===== src/rtl/core/blx_pkg.sv =====
package blx_pkg;

	// Identifier bytes kept per token (1..8)
	localparam logic [3:0] MAX_ID_CHARS = 4'd8;

	// Output token queue
	localparam int TQ_DEPTH = 4;
	localparam int TQ_AW    = $clog2(TQ_DEPTH);
	localparam int TQ_CW    = $clog2(TQ_DEPTH + 1);

	// Token kinds
	localparam logic [4:0] KIND_NUM    = 5'd0;
	localparam logic [4:0] KIND_ID     = 5'd1;
	localparam logic [4:0] KIND_INPUT  = 5'd2;
	localparam logic [4:0] KIND_LET    = 5'd3;
	localparam logic [4:0] KIND_PRINT  = 5'd4;
	localparam logic [4:0] KIND_GOTO   = 5'd5;
	localparam logic [4:0] KIND_IF     = 5'd6;
	localparam logic [4:0] KIND_LPAREN = 5'd7;
	localparam logic [4:0] KIND_RPAREN = 5'd8;
	localparam logic [4:0] KIND_SEMI   = 5'd9;
	localparam logic [4:0] KIND_COLON  = 5'd10;
	localparam logic [4:0] KIND_PLUS   = 5'd11;
	localparam logic [4:0] KIND_MINUS  = 5'd12;
	localparam logic [4:0] KIND_UMINUS = 5'd13;
	localparam logic [4:0] KIND_MUL    = 5'd14;
	localparam logic [4:0] KIND_DIV    = 5'd15;
	localparam logic [4:0] KIND_ASSIGN = 5'd16;
	localparam logic [4:0] KIND_RELOP  = 5'd17;
	localparam logic [4:0] KIND_END    = 5'd18;
	localparam logic [4:0] KIND_START  = 5'd19;

	// Relation codes
	localparam logic [2:0] REL_LT = 3'd0;
	localparam logic [2:0] REL_LE = 3'd1;
	localparam logic [2:0] REL_EQ = 3'd2;
	localparam logic [2:0] REL_NE = 3'd3;
	localparam logic [2:0] REL_GT = 3'd4;
	localparam logic [2:0] REL_GE = 3'd5;

	localparam logic [30:0] NUM_MAX  = 31'h7FFF_FFFF;
	localparam logic [15:0] LINE_MAX = 16'hFFFF;

	// Keyword text, first character in the low byte, zero padded
	localparam logic [63:0] KW_INPUT = 64'h0000_0074_7570_6E69;
	localparam logic [63:0] KW_LET   = 64'h0000_0000_0074_656C;
	localparam logic [63:0] KW_PRINT = 64'h0000_0074_6E69_7270;
	localparam logic [63:0] KW_GOTO  = 64'h0000_0000_6F74_6F67;
	localparam logic [63:0] KW_IF    = 64'h0000_0000_0000_6669;

	typedef enum logic [2:0] {
		MODE_IDLE = 3'd0,
		MODE_NUM  = 3'd1,
		MODE_ID   = 3'd2,
		MODE_LT   = 3'd3,
		MODE_EQ   = 3'd4,
		MODE_GT   = 3'd5
	} scan_mode_t;

	typedef struct packed {
		logic [7:0] ch;
		logic       end_of_input;
	} blx_in_t;

	typedef struct packed {
		logic [4:0]  token_kind;
		logic [2:0]  relop_kind;
		logic [30:0] number_value;
		logic        number_overflow;
		logic [63:0] ident_chars;
		logic [3:0]  ident_length;
		logic        ident_truncated;
		logic [15:0] line_number;
		logic        last;
	} blx_out_t;

	// Tokens produced by one accepted character
	typedef struct packed {
		logic [1:0] count;
		blx_out_t   t0;
		blx_out_t   t1;
	} scan_res_t;

endpackage


===== src/rtl/core/blx_scan.sv =====
module blx_scan (
	input  logic              clk,
	input  logic              arst_n,
	input  logic              step,
	input  blx_pkg::blx_in_t  src,
	output blx_pkg::scan_res_t res
);
	import blx_pkg::*;

	scan_mode_t  mode_q, mode_d;
	logic [30:0] num_q, num_d;
	logic        sat_q, sat_d;
	logic [63:0] idb_q, idb_d;
	logic [3:0]  idc_q, idc_d;
	logic        idl_q, idl_d;
	logic [15:0] line_q, line_d;
	logic [4:0]  prev_q, prev_d;

	function automatic logic [4:0] kw_kind(input logic [63:0] b, input logic [3:0] n,
		input logic lng);
		logic [4:0] k;
		k = KIND_ID;
		if (!lng) begin
			if (n == 4'd5 && b == KW_INPUT)      k = KIND_INPUT;
			else if (n == 4'd3 && b == KW_LET)   k = KIND_LET;
			else if (n == 4'd5 && b == KW_PRINT) k = KIND_PRINT;
			else if (n == 4'd4 && b == KW_GOTO)  k = KIND_GOTO;
			else if (n == 4'd2 && b == KW_IF)    k = KIND_IF;
		end
		return k;
	endfunction

	logic [7:0]  c;
	logic        is_dig, is_alp, is_nl;
	logic [34:0] num_ext;
	logic        fl_v, id_v, id_nl;
	blx_out_t    blank_tok, fl_tok, id_tok, t0, t1;
	logic [4:0]  p, kw;
	scan_mode_t  id_mode;
	logic [1:0]  n;

	always_comb begin
		c      = src.ch;
		is_dig = (c >= "0") && (c <= "9");
		is_alp = ((c >= "a") && (c <= "z")) || ((c >= "A") && (c <= "Z")) || (c == "_");
		is_nl  = (c == 8'h0A);
		// accum * 10 + digit
		num_ext = ({4'd0, num_q} << 3) + ({4'd0, num_q} << 1) + {31'd0, c[3:0]};

		blank_tok             = '0;
		blank_tok.line_number = line_q;

		// pending token
		fl_v   = 1'b0;
		fl_tok = blank_tok;
		kw     = kw_kind(idb_q, idc_q, idl_q);
		unique case (mode_q)
			MODE_NUM: begin
				fl_v                   = 1'b1;
				fl_tok.token_kind      = KIND_NUM;
				fl_tok.number_value    = num_q;
				fl_tok.number_overflow = sat_q;
			end
			MODE_ID: begin
				fl_v              = 1'b1;
				fl_tok.token_kind = kw;
				if (kw == KIND_ID) begin
					fl_tok.ident_chars     = idb_q;
					fl_tok.ident_length    = idc_q;
					fl_tok.ident_truncated = idl_q;
				end
			end
			MODE_LT: begin
				fl_v              = 1'b1;
				fl_tok.token_kind = KIND_RELOP;
				fl_tok.relop_kind = REL_LT;
			end
			MODE_GT: begin
				fl_v              = 1'b1;
				fl_tok.token_kind = KIND_RELOP;
				fl_tok.relop_kind = REL_GT;
			end
			MODE_EQ: begin
				fl_v              = 1'b1;
				fl_tok.token_kind = KIND_ASSIGN;
			end
			default: fl_v = 1'b0;
		endcase

		// character scanned from idle, after any pending token went out
		p       = fl_v ? fl_tok.token_kind : prev_q;
		id_v    = 1'b0;
		id_nl   = 1'b0;
		id_mode = MODE_IDLE;
		id_tok  = blank_tok;
		priority if (c == 8'h20 || c == 8'h09 || is_nl) begin
			id_nl = is_nl;
		end else if (is_dig) begin
			id_mode = MODE_NUM;
		end else if (is_alp) begin
			id_mode = MODE_ID;
		end else if (c == "<") begin
			id_mode = MODE_LT;
		end else if (c == ">") begin
			id_mode = MODE_GT;
		end else if (c == "=") begin
			id_mode = MODE_EQ;
		end else if (c == "+") begin
			id_v = 1'b1; id_tok.token_kind = KIND_PLUS;
		end else if (c == "-") begin
			id_v = 1'b1;
			if (p == KIND_PLUS || p == KIND_MINUS || p == KIND_UMINUS || p == KIND_MUL ||
				p == KIND_DIV || p == KIND_ASSIGN || p == KIND_LPAREN ||
				p == KIND_RELOP || p == KIND_START) begin
				id_tok.token_kind = KIND_UMINUS;
			end else begin
				id_tok.token_kind = KIND_MINUS;
			end
		end else if (c == "*") begin
			id_v = 1'b1; id_tok.token_kind = KIND_MUL;
		end else if (c == "/") begin
			id_v = 1'b1; id_tok.token_kind = KIND_DIV;
		end else if (c == "(") begin
			id_v = 1'b1; id_tok.token_kind = KIND_LPAREN;
		end else if (c == ")") begin
			id_v = 1'b1; id_tok.token_kind = KIND_RPAREN;
		end else if (c == ";") begin
			id_v = 1'b1; id_tok.token_kind = KIND_SEMI;
		end else if (c == ":") begin
			id_v = 1'b1; id_tok.token_kind = KIND_COLON;
		end else begin
			id_v = 1'b0; // unknown byte, dropped
		end

		mode_d = mode_q;
		num_d  = num_q;
		sat_d  = sat_q;
		idb_d  = idb_q;
		idc_d  = idc_q;
		idl_d  = idl_q;
		line_d = line_q;
		prev_d = prev_q;
		n      = 2'd0;
		t0     = blank_tok;
		t1     = blank_tok;

		priority if (src.end_of_input) begin
			if (fl_v) begin
				n                = 2'd2;
				t0               = fl_tok;
				t1.token_kind    = KIND_END;
			end else begin
				n                = 2'd1;
				t0.token_kind    = KIND_END;
			end
			mode_d = MODE_IDLE;
			line_d = 16'd1;
			prev_d = KIND_START;
		end else if (mode_q == MODE_NUM && is_dig) begin
			if (num_ext > {4'd0, NUM_MAX}) begin
				num_d = NUM_MAX;
				sat_d = 1'b1;
			end else begin
				num_d = num_ext[30:0];
			end
		end else if (mode_q == MODE_ID && (is_alp || is_dig)) begin
			if (idc_q < MAX_ID_CHARS) begin
				idb_d = idb_q | ({56'd0, c} << {idc_q[2:0], 3'b000});
				idc_d = idc_q + 4'd1;
			end else begin
				idl_d = 1'b1;
			end
		end else if ((mode_q == MODE_LT && (c == ">" || c == "=")) ||
			((mode_q == MODE_GT || mode_q == MODE_EQ) && c == "=")) begin
			n             = 2'd1;
			t0.token_kind = KIND_RELOP;
			if (mode_q == MODE_LT)      t0.relop_kind = (c == ">") ? REL_NE : REL_LE;
			else if (mode_q == MODE_GT) t0.relop_kind = REL_GE;
			else                        t0.relop_kind = REL_EQ;
			mode_d = MODE_IDLE;
			prev_d = KIND_RELOP;
		end else begin
			mode_d = id_mode;
			if (fl_v && id_v) begin
				n  = 2'd2;
				t0 = fl_tok;
				t1 = id_tok;
			end else if (fl_v) begin
				n  = 2'd1;
				t0 = fl_tok;
			end else if (id_v) begin
				n  = 2'd1;
				t0 = id_tok;
			end
			if (id_v)      prev_d = id_tok.token_kind;
			else if (fl_v) prev_d = fl_tok.token_kind;
			if (id_nl && line_q != LINE_MAX) line_d = line_q + 16'd1;
			if (id_mode == MODE_NUM) begin
				num_d = {27'd0, c[3:0]};
				sat_d = 1'b0;
			end
			if (id_mode == MODE_ID) begin
				idb_d = {56'd0, c};
				idc_d = 4'd1;
				idl_d = 1'b0;
			end
		end

		t0.last   = (n == 2'd1);
		t1.last   = 1'b1;
		res.count = n;
		res.t0    = t0;
		res.t1    = t1;
	end

	always_ff @(posedge clk or negedge arst_n) begin
		if (!arst_n) begin
			mode_q <= MODE_IDLE;
			num_q  <= '0;
			sat_q  <= 1'b0;
			idb_q  <= '0;
			idc_q  <= '0;
			idl_q  <= 1'b0;
			line_q <= 16'd1;
			prev_q <= KIND_START;
		end else if (step) begin
			mode_q <= mode_d;
			num_q  <= num_d;
			sat_q  <= sat_d;
			idb_q  <= idb_d;
			idc_q  <= idc_d;
			idl_q  <= idl_d;
			line_q <= line_d;
			prev_q <= prev_d;
		end
	end

endmodule


===== src/rtl/core/blx_tokq.sv =====
module blx_tokq (
	input  logic              clk,
	input  logic              arst_n,
	input  logic [1:0]        push_cnt,
	input  blx_pkg::blx_out_t push0,
	input  blx_pkg::blx_out_t push1,
	input  logic              out_ready,
	output logic              out_valid,
	output blx_pkg::blx_out_t out_data,
	output logic              room
);
	import blx_pkg::*;

	blx_out_t         mem_q [TQ_DEPTH];
	logic [TQ_AW-1:0] wr_q, rd_q;
	logic [TQ_CW-1:0] cnt_q;
	logic             pop;

	assign out_valid = (cnt_q != '0);
	assign out_data  = mem_q[rd_q];
	assign pop       = out_valid && out_ready;
	// two free entries needed: one character can yield two tokens
	assign room      = (cnt_q <= TQ_CW'(TQ_DEPTH - 2));

	always_ff @(posedge clk) begin
		if (push_cnt != 2'd0) mem_q[wr_q] <= push0;
		if (push_cnt == 2'd2) mem_q[TQ_AW'(wr_q + 1'b1)] <= push1;
	end

	always_ff @(posedge clk or negedge arst_n) begin
		if (!arst_n) begin
			wr_q  <= '0;
			rd_q  <= '0;
			cnt_q <= '0;
		end else begin
			wr_q  <= TQ_AW'(wr_q + push_cnt);
			if (pop) rd_q <= TQ_AW'(rd_q + 1'b1);
			cnt_q <= TQ_CW'(cnt_q + TQ_CW'(push_cnt) - TQ_CW'(pop));
		end
	end

endmodule


===== src/rtl/core/basic_language_lexer_top.sv =====
// Streaming lexer for a small BASIC-like language. Feed one source byte per
// transaction on src (or a transaction with end_of_input set); tokens come out
// on tok, one per transaction, in source order, with last marking the final
// token caused by a given input transaction. A character is accepted in any
// cycle in which the output queue has two free entries, so the input side
// runs at one character per clock; its tokens enter the queue at the edge
// that accepts it. The sustained rate is set by the tok port, which moves
// one token per clock while tok_ready is high: characters that close a
// pending token and produce a second one (for example "x+") queue two
// tokens, and the four-entry token queue absorbs such bursts. Line numbers
// start at 1, saturate at 65535 and restart with the scan after every end mark.
module basic_language_lexer_top (
	input  logic              clk,
	input  logic              arst_n,
	input  logic              src_valid,
	output logic              src_ready,
	input  blx_pkg::blx_in_t  src,
	output logic              tok_valid,
	input  logic              tok_ready,
	output blx_pkg::blx_out_t tok
);
	import blx_pkg::*;

	scan_res_t  res;
	logic       step;
	logic [1:0] push_cnt;

	// A transaction on src advances the scanner state in the same edge that
	// writes its tokens into the queue.
	assign step     = src_valid && src_ready;
	assign push_cnt = step ? res.count : 2'd0;

	// Character classification, pending-token flush and state update
	blx_scan u_scan (
		.clk    (clk),
		.arst_n (arst_n),
		.step   (step),
		.src    (src),
		.res    (res)
	);

	// Token queue: takes up to two tokens a cycle while it has room, hands out one while tok_ready is high
	blx_tokq u_tokq (
		.clk       (clk),
		.arst_n    (arst_n),
		.push_cnt  (push_cnt),
		.push0     (res.t0),
		.push1     (res.t1),
		.out_ready (tok_ready),
		.out_valid (tok_valid),
		.out_data  (tok),
		.room      (src_ready)
	);

endmodule


===== config.mk =====
export PLATFORM = sky130hd
export DESIGN_NAME = basic_language_lexer_top
export DESIGN_NICKNAME = d
export VERILOG_FILES = /design/src/rtl/core/blx_pkg.sv /design/src/rtl/core/blx_scan.sv /design/src/rtl/core/blx_tokq.sv /design/src/rtl/core/basic_language_lexer_top.sv
export SDC_FILE = /design/constraint.sdc
export NUM_CORES = 1
export LEC_CHECK = 0
export BUFFER_PORTS_ARGS = -buffer_cell sky130_fd_sc_hd__buf_2
export CAP_MARGIN = 20
export CORE_ASPECT_RATIO = 1.4
export CORE_MARGIN = 2
export CORE_UTILIZATION = 50
export CTS_BUF_LIST = sky130_fd_sc_hd__clkbuf_4 sky130_fd_sc_hd__clkbuf_8
export CTS_CLUSTER_DIAMETER = 80
export DETAILED_ROUTE_END_ITERATION = 8
export HOLD_SLACK_MARGIN = 0.1
export PLACE_DENSITY_LB_ADDON = 0.15
export SLEW_MARGIN = 20
export SYNTH_ARGS = -nofsm -noshare
export SYNTH_HDL_FRONTEND = slang
export SYNTH_SLANG_ARGS = --single-unit

===== constraint.sdc =====
create_clock -name clk -period 4.85 [get_ports clk]
set_input_delay 0.7275 -clock clk [delete_from_list [all_inputs] [get_ports clk]]
set_output_delay 0.7275 -clock clk [all_outputs]
set_load 0.005 [all_outputs]

**Word level (Yosys, flattened, before mapping)**

Memory sizes are Yosys's and may differ from the RTL's.
Index checks and enable logic that the tools add are counted.

- Latch bits: 0
- Bits in registers: 132
- Memory bits (read-only): 0
- Word-level logic and storage cells: 250
- Memories kept: 1
- RAM bits: 504

Memory list:

| name | depth | bits a word | rd ports | clocked after Yosys merged registers in | write ports | RTL line | RTL |
|---|---|---|---|---|---|---|---|
| u_tokq.mem_q | 4 | 126 | 1 | 0 | 2 | blx_tokq.sv:14 | `blx_out_t mem_q [TQ_DEPTH];` |

- Add/subtract/negate cells: 9
- Bitwise operators: 3
- Reduce and logical (&&, ||, !) cells: 45
- Eq/ne operators: 53
- Mux-type cells: 118
- Shift operators: 1
- Multipliers: 0
- Div/mod/pow operators: 0
- Order comparisons: 9

Operator list:

| kind | count |
|---|---|
| $mux W126 | 10 |
| $mux W64 | 4 |
| $mux W121 | 2 |
| $mux W31 | 5 |
| $mux W69 | 2 |
| $mux W5 | 27 |
| $eq A64 B39 Y1 const B | 2 |
| $mux W118 | 1 |
| $eq A8 B6 Y1 const B | 12 |
| $mux W16 | 5 |
| $eq A64 B15 Y1 const B | 1 |
| $eq A64 B23 Y1 const B | 1 |
| $eq A64 B31 Y1 const B | 1 |
| $or A64 B64 Y64 | 1 |
| $shl A8 B6 Y64 | 1 |
| $mux W3 | 14 |
| $add A34 B32 Y35 | 1 |
| $add A35 B4 Y35 | 1 |
| $gt A35 B31 Y1 const B | 1 |
| $mux W32 | 1 |
| $mux W1 | 31 |
| $eq A5 B4 Y1 const B | 5 |
| $mux W4 | 5 |
| $mux W2 | 9 |
| other kinds (39) | 95 |

**Depth between registers and ports, before layout**

- Word-level depth: 35
- Gate-level depth with buffers: 14

**By module**

Synthesis repeated with hierarchy kept, for this count alone.

- Cells, all modules: 2464
- Area, all modules: 34823.4 um2

Modules (own cells, without submodules):

| module | sequential area each (um2) | times used | cells an instance | area each (um2) |
|---|---|---|---|---|
| blx_tokq | 15309.7 | 1 | 1259 | 24912.6 |
| blx_scan | 3133.0 | 1 | 1202 | 9892.0 |
| basic_language_lexer_top | 0.0 | 1 | 3 | 18.8 |

**Least setup slack after synthesis**

OpenSTA, ideal clock, no wires.

- Path kind: input to register
- Start: in src[4] (netlist name)
- End: reg u_scan.num_q[6]
- Data required time: 4.729 ns
- Cell stages on the path: 12
- Path slack: 1.023 ns
- Arrival time: 3.706 ns
- Path through: fa_1 > ha_1 > nor2b_1 > o2111ai_1 > a2111oi_0 > a211o_1 > o21ai_0 > a21oi_1 > nor4b_2 > clkbuf_1 > o211ai_1 > a22o_1

- Word-level cells in the longest chain between the ends: 10

Ends and longest elaborated chain:

| item | RTL line | RTL |
|---|---|---|
| from (decl) | basic_language_lexer_top.sv:17 | `input blx_pkg::blx_in_t src,` |
| branches (longest 10 deep; another with $add A35 B4 Y35) | - |  |
| to (signal assigned) | blx_scan.sv:228 | `num_q <= num_d;` |
| to (decl) | blx_scan.sv:11 | `logic [30:0] num_q, num_d;` |

Parallel ways; which one is timed is not known.
A chain may end at the register's enable or synchronous reset.

**Worst setup path in the final report**

- Start: reg u_scan.num_q[0]
- End: reg u_scan.num_q[12]

- Word-level cells in the longest chain between the ends: 5

Ends and longest elaborated chain:

| item | RTL line | RTL |
|---|---|---|
| $add A34 B32 Y35 * | blx_scan.sv:48 | `num_ext = ({4'd0, num_q} << 3) + ({4'd0, num_q} << 1) + {31'd0, c[3:0]};` |
| $add A35 B4 Y35 * | blx_scan.sv:48 |  |
| $gt A35 B31 Y1 | blx_scan.sv:160 | `if (num_ext > {4'd0, NUM_MAX}) begin` |
| $mux W31 * | blx_scan.sv:160 |  |
| $mux W31 * | blx_scan.sv:159 | `end else if (mode_q == MODE_NUM && is_dig) begin` |

Mark *: on every way between the ends. The rest lies on a longest branch, timed or not.

==> flow_summary.json <==
{
  "seq_area_frac_synth_pct": 49.9,
  "synth.top_cells.by_count": "dfxtp_1, a21oi_1, nand2_1",
  "yosys.cell_count.top_type": "dfxtp_1",
  "worst_setup_path_end_kind": "register",
  "critical_path.max_fanout": 15,
  "area_taken_by_multi_input_logic_gates_mm2": 0.0133,
  "grt_first_pass_wirelength_um": 130000,
  "synth-edff-count": 84,
  "post_synth.cell_area_avg_um2": 11.1,
  "post_drt_wl_per_cell_um": 23.9,
  "die_height_um": 287,
  "floorplan.die.width_um": 206,
  "outcome": "finished, final reports clean",
  "timing_worst_slew_pin_value_ns": 1.10,
  "core_area_mm2": 0.0564,
  "period_minus_slack_ns": 4.27,
  "synth_top_cell_area_share_pct": 29.5,
  "timing.clock.skew_ns": 0.0384,
  "viasPerCell": 6.44,
  "number_of_filler_instances_in_the_final_layout": 4936,
  "pin_count_of_the_biggest_net_entering_global_routing": 129,
  "drt_first_pass_iters": 5,
  "floorplan.initialDensity_pct": 50.6,
  "clk_lat_worst_skew_ns": 0.71,
  "hold_viol": 0,
  "vias": 22200,
  "rsz0062_at_grt": "false",
  "h-tree-depth": 3,
  "post_cts_hold_buffer_count": 0,
  "drt_drc_violations_left": 0,
  "timing.critical_path.required_ns": 5.43,
  "finalNetCount": 2721,
  "postcts_resize_cnt": 0,
  "worst_hold_path_type": "input pin to async pin",
  "clk_buf_depth": 3,
  "power_leakage_uw": 0.0124,
  "io_buffers": 140,
  "via_count_of_the_first_global_routing_pass": 22800,
  "numClockSinks": 636,
  "syn-num-nets": 2647,
  "fp_rows": 103,
  "power.density_mw_per_mm2": 430,
  "ys_types": 89,
  "post_synth_instance_area_mm2": 0.0285,
  "drt_wl_total_um": 82500,
  "dp.final_hpwl_um": 50200,
  "grt_remaining_overflow": 0,
  "fin_crit_sh_pct": 88.1,
  "synth_flop_cell": "dfxtp_1",
  "total_power_uw": 13700,
  "drive_gt1_share_pct": 20.2,
  "r2r_slack_ns": 0.58,
  "cell_area_reported_after_detailed_placement_mm2": 0.0299,
  "synth-async-reset-ratio_pct": 20.8,
  "globalRouteTotalUtil_pct": 28.2,
  "synthCells": 2560,
  "place.gp.congestion": 0.896,
  "final_cell_area_mm2": 0.0319,
  "root_buffer_cell": "clkbuf_8",
  "drt_iter0_drc": 1591,
  "fp.dieArea_mm2": 0.0590,
  "final-seq-area_mm2": 0.0142,
  "critical_path_launch_point_type": "register",
  "critical_path_arrival_ns": 4.85,
  "max-cap-violations": 0,
  "io_pins": 141,
  "tns_ns": 0,
  "tritoncts.num_buffers": 94,
  "setup_violations": 0,
  "tritoncts": "yes",
  "class_of_the_most_critical_setup_path": "register to register",
  "synth_seq_cells": 636,
  "yosys.area.top_type": "dfxtp_1",
  "cts.reportedPaths.clkPinSlew_ns": 0.07,
  "synth_area_leaders": "dfxtp_1, dfrtp_1, mux4_2, edfxtp_1, a32o_1",
  "ir_drop_uv": 484,
  "fmax_mhz": 234,
  "syn_to_final_growth_pct": 11.9,
  "yosysWarnings": 0,
  "postRouteAntennaNets": 0,
  "maxSlewHeadroom_pct": 26.8,
  "maxSlewViolCount": 0,
  "grt_antenna_before_repair": 7,
  "cts_setup_buffers": 0
}
-- kinds of logic (layout without fill, tap and decap cells) --
| kind of cell | count (synthesis) | after routing | synth area share, % |
|---|---|---|---|
| simple gates | 697 | 697 | 12.2 |
| compound gates | 722 | 722 | 19.5 |
| buf+inv | 261 | 408 | 3.83 |
| other cells | 0 | 3 | 0 |
| flops | 636 | 636 | 49.9 |
| mux | 130 | 130 | 10.1 |
| fa+ha+maj | 74 | 74 | 3.32 |
| xor+xnor | 40 | 40 | 1.23 |
-- critical path, cell delays in order (launching register included) --
cell,delay (ns)
dfrtp_1,0.50
fa_1,0.44
ha_1,0.32
nor2b_1,0.16
o2111ai_1,0.27
a2111oi_0,0.16
a211o_1,0.37
o21ai_0,0.25
a21oi_1,0.16
nor4b_4,0.86
buf_4,0.32
o221ai_1,0.13
a22o_1,0.22
-- per-layer routing --
layer	GRT usage (%)	wire length, µm	share of wire [%]
met5	0	42	0.051
met4	10.8	2320	2.8
met3	4.05	4670	5.7
met2	49.3	42500	52
met1	35.0	32900	40
-- final cells by class --
class | instances | share of cell area (%)
antenna | 3 | 0.0235
inverter | 32 | 0.376
clock inverter | 9 | 0.239
clock buffer | 160 | 6.03
timing repair buffer | 207 | 4.34
tap | 735 | 2.88
sequential | 636 | 44.6
multi-input combinational | 1663 | 41.5
-- where the power goes --
part / internal, µW / total, µW / switching (µW)
registers: 5650 / 6130 / 480
clock network: 2500 / 4540 / 2050
logic: 1180 / 3070 / 1890
-- path summary, 6_finish.rpt --
kind / start / end / cells after the start
worst max-delay path: u_scan.num_q[0] / u_scan.num_q[12] / 12
worst min-delay path: arst_n / u_scan.idb_q[55] / 1
worst max register to register: u_scan.num_q[0] / u_scan.num_q[12] / 12
worst min register to register: u_tokq.mem_q[0][100] / u_tokq.mem_q[0][100] / 2
max in group asynchronous: arst_n / u_scan.idb_q[41] / 2
min in group clk: tok_ready / u_tokq.rd_q[0] / 3
-- cell usage in the layout, fill, tap and decap left out, types with 10 or more instances in the layout --
cell,count
a21o_1,14
a21oi_1,207
a22o_1,48
a32o_1,201
and2_1,59
and3_1,10
buf_12,14
buf_2,139
buf_4,53
clkbuf_4,44
clkbuf_8,116
dfrtp_1,126
dfxtp_1,420
edfxtp_1,84
ha_1,71
inv_1,30
mux4_2,126
nand2_1,206
nand2b_1,13
nand3_1,128
nand4_1,18
nor2_1,128
nor2b_1,24
nor3_1,17
nor4_1,18
o211ai_1,28
o21ai_0,41
o22ai_1,19
o2bb2ai_1,102
or3_1,13
xnor2_1,17
xor2_1,23
-- metrics by stage --
step / setup slack (ns) / utilization (%) / hold slack (ns) / cells
after floorplan: 1.02 / - / 0.427 / 2560
after global placement: 0.394 / 53.0 / 0.439 / 3273
after detailed placement: 0.275 / 53.0 / 0.443 / 3273
after CTS: 0.581 / 56.6 / 0.167 / 3442
after global routing: 0.283 / 56.6 / 0.224 / 3445
final: 0.576 / 56.6 / 0.154 / 3445
-- state kept, by name, summed over array words and instances, names as in the netlist --
name / cells
u_tokq.rd_q: 2
u_tokq.mem_q: 504
u_tokq.wr_q: 2
u_scan.idl_q: 1
u_tokq.cnt_q: 3
u_scan.prev_q: 5
u_scan.line_q: 16
u_scan.idc_q: 4
u_scan.num_q: 31
u_scan.sat_q: 1
u_scan.idb_q: 64
u_scan.mode_q: 3
Power figures use the tool's default switching activity.
